### src/fwra_pkg.sv
// Shared operation codes and types for the queue with running average.
`default_nettype none

package fwra_pkg;

   // Request operation codes
   localparam int OP_W = 2;

   typedef enum logic [OP_W-1:0] {
      OP_PUSH  = 2'd0,
      OP_POP   = 2'd1,
      OP_QUERY = 2'd2,
      OP_CLEAR = 2'd3
   } op_type;

endpackage : fwra_pkg

`default_nettype wire

### src/fifo_with_running_average_core.sv
// Ring-buffer queue of signed samples with running sum and bit-serial mean divider.
// A request runs through the LOAD, PREP, DIV and FINISH states; FINISH registers the result strobe.
// Requests do not overlap: the next is taken only back in idle, as the result strobe ends.
//   The DIV state steps the restoring divider, which produces one quotient bit per cycle.
// Reset: synchronous, active high. It empties the queue and zeroes the pointers and the sum.
//   Store contents are not cleared. The receiver cannot stall: each result shows for one cycle.
`default_nettype none

module fifo_with_running_average_core
   import fwra_pkg::*;
#(
   parameter int DEPTH        = 16,
   parameter int SAMPLE_WIDTH = 16
) (
   input  wire                                clock,
   input  wire                                reset,
   // request channel
   input  wire                                start,
   output logic                               busy,
   input  wire         [OP_W-1:0]             req_operation,
   input  wire  signed [SAMPLE_WIDTH-1:0]     req_sample_in,
   // result channel
   output logic                               rsp_valid,
   output logic signed [SAMPLE_WIDTH-1:0]     rsp_front_value,
   output logic                               rsp_is_empty,
   output logic        [$clog2(DEPTH+1)-1:0]  rsp_entry_count,
   output logic signed [SAMPLE_WIDTH-1:0]     rsp_mean_value,
   output logic                               rsp_op_error
);

   localparam int PTR_W  = $clog2(DEPTH);
   localparam int CNT_W  = $clog2(DEPTH+1);
   localparam int SUM_W  = SAMPLE_WIDTH + CNT_W;
   localparam int STEP_W = $clog2(SUM_W);

   typedef enum logic [2:0] {
      ST_IDLE,
      ST_LOAD,
      ST_PREP,
      ST_DIV,
      ST_FINISH
   } state_type;

   // sequencer and queue state
   state_type                 state_ff;
   op_type                    op_ff;
   logic signed [SAMPLE_WIDTH-1:0] sample_ff;
   logic [PTR_W-1:0]          rd_ptr_ff, rd_ptr_in;
   logic [PTR_W-1:0]          wr_ptr_ff, wr_ptr_in;
   logic [CNT_W-1:0]          count_ff, count_in;
   logic signed [SUM_W-1:0]   sum_ff, sum_in;
   logic                      err_ff, err_in;

   // divider registers
   logic [CNT_W-1:0]          rem_ff, rem_in;
   logic [SUM_W-1:0]          quo_ff, quo_in;
   logic                      neg_ff;
   logic [STEP_W-1:0]         step_ff;

   // ring store and its registered read port
   logic signed [SAMPLE_WIDTH-1:0] ring_mem [DEPTH];
   logic signed [SAMPLE_WIDTH-1:0] mem_rd_ff;
   logic                      mem_we;

   // result registers
   logic                      rsp_valid_ff;
   logic signed [SAMPLE_WIDTH-1:0] front_ff;
   logic                      empty_ff;
   logic [CNT_W-1:0]          cnt_out_ff;
   logic signed [SAMPLE_WIDTH-1:0] mean_ff;
   logic                      err_out_ff;

   logic                      is_full;
   logic                      is_none;
   logic [CNT_W:0]            trial;
   logic                      trial_ge;
   logic [SUM_W-1:0]          sum_mag;
   logic [SUM_W-1:0]          quo_signed;

   assign is_full = (count_ff == CNT_W'(DEPTH));
   assign is_none = (count_ff == '0);
   assign mem_we  = (state_ff == ST_LOAD) && (op_ff == OP_PUSH) && !is_full;

   // Apply the queued operation to pointers, count and sum
   always_comb begin
      rd_ptr_in = rd_ptr_ff;
      wr_ptr_in = wr_ptr_ff;
      count_in  = count_ff;
      sum_in    = sum_ff;
      err_in    = 1'b0;
      unique case (op_ff)
         OP_PUSH: begin
            if (is_full) begin
               err_in = 1'b1;
            end else begin
               wr_ptr_in = (wr_ptr_ff == PTR_W'(DEPTH-1)) ? '0 : wr_ptr_ff + 1'b1;
               count_in  = count_ff + 1'b1;
               sum_in    = sum_ff + {{(SUM_W-SAMPLE_WIDTH){sample_ff[SAMPLE_WIDTH-1]}},
                                     sample_ff};
            end
         end
         OP_POP: begin
            if (is_none) begin
               err_in = 1'b1;
            end else begin
               rd_ptr_in = (rd_ptr_ff == PTR_W'(DEPTH-1)) ? '0 : rd_ptr_ff + 1'b1;
               count_in  = count_ff - 1'b1;
               sum_in    = sum_ff - {{(SUM_W-SAMPLE_WIDTH){mem_rd_ff[SAMPLE_WIDTH-1]}},
                                     mem_rd_ff};
            end
         end
         OP_QUERY: begin
         end
         OP_CLEAR: begin
            rd_ptr_in = '0;
            wr_ptr_in = '0;
            count_in  = '0;
            sum_in    = '0;
         end
         default: begin
         end
      endcase
   end

   // One restoring division step: shift in the next dividend bit, subtract if it fits
   always_comb begin
      trial    = {rem_ff, quo_ff[SUM_W-1]};
      trial_ge = (trial >= {1'b0, count_ff});
      rem_in   = trial_ge ? CNT_W'(trial - {1'b0, count_ff}) : CNT_W'(trial);
      quo_in   = {quo_ff[SUM_W-2:0], trial_ge};
   end

   assign sum_mag    = sum_ff[SUM_W-1] ? SUM_W'(-sum_ff) : SUM_W'(sum_ff);
   assign quo_signed = neg_ff ? SUM_W'(-quo_ff) : quo_ff;

   // Write at the write pointer, read the front every cycle
   always_ff @(posedge clock) begin
      if (mem_we) begin
         ring_mem[wr_ptr_ff] <= sample_ff;
      end
      mem_rd_ff <= ring_mem[rd_ptr_ff];
   end

   // Sequencer, queue state and result registers
   always_ff @(posedge clock) begin
      if (reset) begin
         state_ff     <= ST_IDLE;
         rd_ptr_ff    <= '0;
         wr_ptr_ff    <= '0;
         count_ff     <= '0;
         sum_ff       <= '0;
         rsp_valid_ff <= 1'b0;
         step_ff      <= '0;
      end else begin
         rsp_valid_ff <= 1'b0;
         unique case (state_ff)
            ST_IDLE: begin
               if (start) begin
                  op_ff     <= op_type'(req_operation);
                  sample_ff <= req_sample_in;
                  state_ff  <= ST_LOAD;
               end
            end
            ST_LOAD: begin
               rd_ptr_ff <= rd_ptr_in;
               wr_ptr_ff <= wr_ptr_in;
               count_ff  <= count_in;
               sum_ff    <= sum_in;
               err_ff    <= err_in;
               state_ff  <= ST_PREP;
            end
            ST_PREP: begin
               // load the dividend magnitude and remember its sign
               quo_ff   <= sum_mag;
               neg_ff   <= sum_ff[SUM_W-1];
               rem_ff   <= '0;
               step_ff  <= '0;
               state_ff <= ST_DIV;
            end
            ST_DIV: begin
               rem_ff  <= rem_in;
               quo_ff  <= quo_in;
               step_ff <= step_ff + 1'b1;
               if (step_ff == STEP_W'(SUM_W-1)) begin
                  state_ff <= ST_FINISH;
               end
            end
            ST_FINISH: begin
               // present the result for one cycle
               rsp_valid_ff <= 1'b1;
               front_ff     <= is_none ? '0 : mem_rd_ff;
               mean_ff      <= is_none ? '0 : SAMPLE_WIDTH'(quo_signed);
               empty_ff     <= is_none;
               cnt_out_ff   <= count_ff;
               err_out_ff   <= err_ff;
               state_ff     <= ST_IDLE;
            end
            default: begin
               state_ff <= ST_IDLE;
            end
         endcase
      end
   end

   assign busy            = (state_ff != ST_IDLE);
   assign rsp_valid       = rsp_valid_ff;
   assign rsp_front_value = front_ff;
   assign rsp_is_empty    = empty_ff;
   assign rsp_entry_count = cnt_out_ff;
   assign rsp_mean_value  = mean_ff;
   assign rsp_op_error    = err_out_ff;

endmodule : fifo_with_running_average_core

`default_nettype wire
### config.mk
export PLATFORM = sky130hd
export DESIGN_NAME = fifo_with_running_average_core
export DESIGN_NICKNAME = d
export VERILOG_FILES = /design/src/fwra_pkg.sv /design/src/fifo_with_running_average_core.sv
export SDC_FILE = /design/constraint.sdc
export NUM_CORES = 1
export LEC_CHECK = 0
export BUFFER_PORTS_ARGS = -buffer_cell sky130_fd_sc_hd__buf_2
export CAP_MARGIN = 25
export CORE_MARGIN = 10
export CORE_UTILIZATION = 60
export DETAILED_ROUTE_END_ITERATION = 6
export PLACE_DENSITY = 0.84
export RECOVER_POWER = 25
export SYNTH_ARGS = -nofsm -noshare
export SYNTH_HDL_FRONTEND = slang
export SYNTH_SLANG_ARGS = --single-unit
### constraint.sdc
create_clock -name clock -period 8.3 [get_ports clock]
set_input_delay 0.415 -clock clock [delete_from_list [all_inputs] [get_ports clock]]
set_output_delay 0.415 -clock clock [all_outputs]
set_load 0.05 [all_outputs]
==> results of run 1 <==
## per-stage QoR
step | hold slack, ns | instance area [um2]
after floorplan | 0.400 | 17400
final | 0.0366 | 19600
after global placement | 0.461 | 18200
after CTS | 0.0201 | 19600
after global routing | 0.0279 | 19600
after detailed placement | 0.463 | 18200
## registers in the layout (all words and copies together) (netlist names), 16 cells and up
| register | flops |
|---|---|
| ring_mem | 256 |
| quo_ff | 21 |
| sum_ff | 21 |
| mem_rd_ff | 16 |
| rsp_front_value | 16 |
| rsp_mean_value | 16 |
| sample_ff | 16 |
## cell families after synthesis
group	count (synthesis)
buffers and inverters	77
AOI/OAI and AO/OA	180
xor gates and xnor gates	66
muxes	88
DFF	400
adders and majority gates	41
and+or+nand+nor	299
## cell type report
cell class	instances	area, um2
Sequential cell	400	11400
Fill cell	1837	9020
Inverter	28	105
Timing Repair Buffer	89	520
Clock inverter	28	377
Tap cell	384	480
Clock buffer	44	1020
Multi-Input combinational cell	674	5680
## metal layers
metal	wire [um]	up-vias	part of all wire
met4	1610	0	0.041
met5	0	-	0
li1	-	4589	-
met1	15000	4950	0.38
met3	2940	107	0.074
met2	20000	465	0.51
## power by group through the flow
| stage | registers [mW] | logic (mW) | clock network (mW) |
|---|---|---|---|
| 2_1_floorplan | 2.28 | 0.175 | 0 |
| 3_3_place_gp | 2.29 | 0.217 | 0 |
| 3_5_place_dp | 2.29 | 0.223 | 0 |
| 4_1_cts | 2.25 | 0.225 | 1.93 |
| 5_1_grt | 2.26 | 0.250 | 2.00 |
| 6_report | 2.25 | 0.224 | 1.91 |
## worst max-delay path, cell delays in order, from the launching register on
cell and delay [ns]:
edfxtp_1 0.65, nor4_2 0.53, nand3_1 0.27, nor3_1 0.51, nand3b_1 0.17, xnor2_1 0.16
nand2_1 0.09, o21ai_0 0.11, ha_1 0.42, nand3_1 0.10, o211ai_1 0.23, a21oi_1 0.14
o21a_1 0.19, and3b_1 0.17, or2_0 0.20, a221o_1 0.32
## Yosys cell counts (all sizes together) (10+ instances only)
cell type | count | share of area
o31ai | 12 | 0.0058
clkbuf | 33 | 0.0072
inv | 28 | 0.0061
a22oi | 12 | 0.0060
buf | 16 | 0.0043
ha | 38 | 0.027
nand2b | 11 | 0.0040
nor4 | 10 | 0.0043
xor2 | 39 | 0.020
nand3 | 12 | 0.0035
dfxtp | 59 | 0.068
a21oi | 39 | 0.011
o21ai | 68 | 0.020
mux4 | 80 | 0.10
nor3 | 19 | 0.0068
a21o | 13 | 0.0056
and2 | 20 | 0.0072
nor2 | 82 | 0.018
edfxtp | 341 | 0.59
nand2 | 94 | 0.021
xnor2 | 27 | 0.014
## worst min path at each step
| stage | from | endpoint | slack, ns | cells past startpoint |
|---|---|---|---|---|
| 2_1_floorplan | err_ff | rsp_op_error | 0.40 | 0 |
| 3_3_place_gp | err_ff | rsp_op_error | 0.46 | 0 |
| 3_5_place_dp | err_ff | rsp_op_error | 0.46 | 0 |
| 4_1_cts | req_sample_in[0] | sample_ff[0] | 0.02 | 1 |
| 5_1_grt | req_sample_in[0] | sample_ff[0] | 0.03 | 1 |
| 6_report | req_sample_in[8] | sample_ff[8] | 0.04 | 1 |
==> flow_metrics.env, run 1 <==
export IMPL_rows=62
export IMPL_cts_setup_buffers=0
export IMPL_grt_busiest_layer="met2"
export IMPL_pwr_share_clk=0.435
export IMPL_synth_xor_area_frac=0.0333
export IMPL_drc=0
export IMPL_fin_util=0.685
export IMPL_synth_edff_count=341
export IMPL_min_period_over_period=0.528
export IMPL_first_pass_iters=5
export IMPL_place_ws_ns=4.02
export IMPL_ys_seq_area_frac=0.658
export IMPL_cts_buffers=40
export IMPL_dieArea_um2=36100
export IMPL_run_status="finished clean"
export IMPL_grt_antenna_before_repair=0
export IMPL_final_cells=1647
export IMPL_layout_nets=1295
export IMPL_switching_power_uw=946
export IMPL_comb_power_share=0.051
export IMPL_powerDensity_nw_per_um2=224
export IMPL_hp_class="input pin to flip-flop"
export IMPL_final_cell_mix="341 x edfxtp_1, 92 x nand2_1, 80 x mux4_2, 79 x nor2_1, 64 x o21ai_0"
export IMPL_port_buffers=61
export IMPL_fmax_mhz=228
export IMPL_initial_utilization=0.607
export IMPL_coreArea_um2=28600
export IMPL_p_leak_nw=6.71
export IMPL_clock_sinks=400
export IMPL_cts_tree="yes"
export IMPL_netlist_instances=1151
export IMPL_vias=10111
export IMPL_rrSetupSlack_ns=3.92
export IMPL_rsz0062_at_grt="no"
export IMPL_cts_root_buffer="clkbuf_16"
export IMPL_seqPwrFrac=0.514
export IMPL_drv_cap=0
export IMPL_drive_gt1_frac=0.202
export IMPL_power_switching_share=0.216
export IMPL_clock_latency_ns=0.55
export IMPL_yosys_cell_types_count=70
export IMPL_cp_arrival_ns=4.80
export IMPL_startpoint="sample_ff[5]"
export IMPL_reg2reg_from="sample_ff[5]"
export IMPL_path_clk_slew_ns=0.06
export IMPL_relSlewSlack=0.359
export IMPL_synth_compound_area_frac=0.0665
export IMPL_die_h_um=190
export IMPL_worstSetupPathType="flip-flop to flip-flop"
export IMPL_grt_usage=0.220
export IMPL_syn_area_um2=17400
export IMPL_dp_hpwl_mm=24.1
export IMPL_cp_max_fo=18
export IMPL_synthMuxAreaShare=0.108
export IMPL_finalCriticalPeriod_ns=4.38
export IMPL_synth_simple_gate_area_frac=0.0857
export IMPL_fin_skew_ns=0.0277
export IMPL_use_met1=0.273
export IMPL_clk_path_buf_depth=3
export IMPL_cts_resized=0
export IMPL_start_kind="flip-flop"
export IMPL_critPathCaptureType="flip-flop"
export IMPL_power_mw=4.39
export IMPL_grtUsageMet2=0.376
export IMPL_synth_fa_ha_area_frac=0.0308
export IMPL_h_tree_depth=2
export IMPL_postRouteAntennaNets=0
export IMPL_syn_avg_cell_area_um2=15.1
export IMPL_finalSetupTns_ns=0
export IMPL_worst_ep_required_time_ns=8.72
export IMPL_internal_power_mw=3.44
export IMPL_syn_nets=1213
export IMPL_dp_cells=1575
export IMPL_reg2regPathDepth=15
export IMPL_hold_viol_final=0
export IMPL_antenna_cells=0
export IMPL_io_pins=62
export IMPL_cts_hold_buf=0
export IMPL_drt_iter0_markers=1029
export IMPL_grt_pass1_wl_mm=60.6
export IMPL_areaGrowthSynthToFinish_pct=12.9
export IMPL_wire_per_inst_um=24.0
export IMPL_yosysWarnings=0
export IMPL_slew_viol_final=0
export IMPL_layout_commonest_cell="edfxtp_1"
export IMPL_tightestPinTransition_ns=0.962
export IMPL_gp_congestion=0.885
export IMPL_synth_top_family_by_area="multiplexers"
export IMPL_vias_per_cell=6.14
export IMPL_endpoint="sum_ff[20]"
export IMPL_grt_overflow_total=0
export IMPL_synth_flop_cell="edfxtp_1"
export IMPL_rr_endpoint="sum_ff[20]"
export IMPL_ys_ff_latch=400
export IMPL_ir_drop_mv=0.311
export IMPL_layout_setup_ws_ns=3.92
export IMPL_gr_usage_met3=0.0383
export IMPL_async_flop_share=0
export IMPL_grt_max_degree=68
export IMPL_setup_violations=0
export IMPL_die_width_um=190
export IMPL_drt_wl_total_mm=39.5
export IMPL_grt_pass1_vias=10142
(Power assumes the default switching activity.)
==> run 2, diff against run 1 <==
Clock period 8.3 ns to 4.2 ns, I/O delays scaled along.
==> run 2 against run 1 <==
  * Power rose by 90%
  * Count of clock-buffer cells in the layout rose by 12
  * Die area did not move
  * Register-to-register slack got worse by 3.7 ns
  * Clock power rose by 77%
  * Global-route usage rose by 0.63 points
  * Sequential share of layout area fell by 0.40 points
  * Clock skew fell by 0.0057 ns
  * Largest power group unchanged
==> flow_metrics.env, run 2 (same netlist as run 1, synthesis figures left out) <==
export IMPL_initial_utilization=0.607
export IMPL_ir_drop_mv=0.382
export IMPL_cp_common_cell="a21oi_1"
export IMPL_use_met1=0.275
export IMPL_hp_class="input pin to flip-flop"
export IMPL_setup_violations=0
export IMPL_startpoint="sample_ff[5]"
export IMPL_powerDensity_nw_per_um2=421
export IMPL_grt_overflow_total=0
export IMPL_rows=62
export IMPL_grt_pass1_vias=10592
export IMPL_io_pins=62
export IMPL_grt_antenna_before_repair=0
export IMPL_final_cell_mix="341 x edfxtp_1, 92 x nand2_1, 80 x nor2_1, 80 x mux4_2, 64 x o21ai_0"
export IMPL_grt_pass1_wl_mm=62.4
export IMPL_tightestPinTransition_ns=1.03
export IMPL_worstSetupPathType="flip-flop to flip-flop"
export IMPL_reg2regPathDepth=15
export IMPL_crit_slowest_cell="edfxtp_1"
export IMPL_hold_viol_final=0
export IMPL_largest_register_ffs=256
export IMPL_path_clk_slew_ns=0.06
export IMPL_gp_congestion=0.912
export IMPL_die_h_um=190
export IMPL_rrSetupSlack_ns=0.24
export IMPL_drive_gt1_frac=0.194
export IMPL_drv_cap=0
export IMPL_drt_wl_total_mm=40.3
export IMPL_layout_nets=1327
export IMPL_wire_per_inst_um=24.0
export IMPL_cp_max_fo=6
export IMPL_drt_iter0_markers=948
export IMPL_grtUsageMet2=0.386
export IMPL_crit_family="simple AND/OR/NAND/NOR gates"
export IMPL_top_register="ring_mem"
export IMPL_postRouteAntennaNets=0
export IMPL_place_ws_ns=0.536
export IMPL_first_pass_iters=5
export IMPL_cts_root_buffer="clkbuf_16"
export IMPL_min_delay_start="reset"
export IMPL_die_width_um=190
export IMPL_reg_top3="ring_mem (256), quo_ff (21), sum_ff (21)"
export IMPL_cp_depth=15
export IMPL_layout_setup_ws_ns=0.239
export IMPL_layout_commonest_cell="edfxtp_1"
export IMPL_gr_usage_met3=0.0469
export IMPL_dp_hpwl_mm=24.0
export IMPL_run_status="finished clean"
export IMPL_critPathCaptureType="flip-flop"
export IMPL_finalSetupTns_ns=0
export IMPL_clock_latency_ns=0.55
export IMPL_coreArea_um2=28600
export IMPL_cts_setup_buffers=0
export IMPL_clock_sinks=400
export IMPL_path_cells="nor4_2 -> nand3_1 -> nor3_1 -> nand2b_1 -> xnor2_1 -> nand2_1 -> o21ai_0 -> ha_1 -> a21oi_1 -> o211ai_1 -> a21oi_1 -> o21a_1 -> a21boi_0 -> or2_0 -> a221o_1"
export IMPL_vias_per_cell=6.20
export IMPL_cp_arrival_ns=4.38
export IMPL_reg2reg_from="sample_ff[5]"
export IMPL_vias=10408
export IMPL_cts_buffers=39
export IMPL_worst_ep_required_time_ns=4.62
export IMPL_fmax_mhz=252
export IMPL_grt_busiest_layer="met2"
export IMPL_cts_tree="yes"
export IMPL_fin_util=0.689
export IMPL_slew_viol_final=0
export IMPL_port_buffers=61
export IMPL_h_tree_depth=2
export IMPL_rr_endpoint="sum_ff[20]"
export IMPL_drc=0
export IMPL_finalCriticalPeriod_ns=3.96
export IMPL_grt_usage=0.226
export IMPL_start_kind="flip-flop"
export IMPL_power_mw=8.31
export IMPL_relSlewSlack=0.307
export IMPL_dieArea_um2=36100
export IMPL_fin_skew_ns=0.0219
export IMPL_min_period_over_period=0.943
export IMPL_areaGrowthSynthToFinish_pct=13.6
export IMPL_endpoint="sum_ff[20]"
export IMPL_rsz0062_at_grt="no"
export IMPL_cp_slowest_stage_delay_ns=0.42
export IMPL_p_leak_nw=6.74
export IMPL_grt_max_degree=40
export IMPL_antenna_cells=0
export IMPL_clk_path_buf_depth=3
export IMPL_worst_path_buf_inv=0
## run 2: cell type report
cell class | count | area, um2
sequential | 400 | 11400
fill | 1870 | 8890
multi-input combinational | 674 | 5680
clock buffer | 56 | 1100
timing repair buffer | 122 | 798
tap | 384 | 480
clock inverter | 16 | 143
inverter | 28 | 105
## run 2: layer usage
layer  routed length, um  share of wire
met5                   0              0
met4                1540          0.038
met3                3350          0.083
met2               20500           0.51
met1               15000           0.37
## run 2: repair_timing
action / in CTS / in global routing
resized for setup: 0 / 0
hold buffers: 19 / 0
endpoints found under the hold margin: 19 / 0
## run 2: metrics by stage
| step | area (um2) | instances | hold WS, ns |
|---|---|---|---|
| after floorplan | 17400 | 1151 | 0.309 |
| after global placement | 18300 | 1588 | 0.387 |
| after detailed placement | 18300 | 1589 | 0.389 |
| after CTS | 19800 | 1680 | 0.133 |
| after global routing | 19700 | 1680 | 0.192 |
| final | 19700 | 1680 | 0.150 |
## run 2: worst min-delay path by stage
stage	endpoint	cells after the start
6_report	step_ff[3]	2
2_1_floorplan	op_ff[0]	0
3_3_place_gp	sample_ff[13]	1
4_1_cts	step_ff[4]	2
3_5_place_dp	sample_ff[13]	1
5_1_grt	step_ff[4]	2
## run 2: where the power goes
part           switching [mW]  internal, mW  leakage, nW
combinational           0.295         0.201         2.57
clock                    1.49          1.90        0.599
sequential             0.0736          4.36         3.57
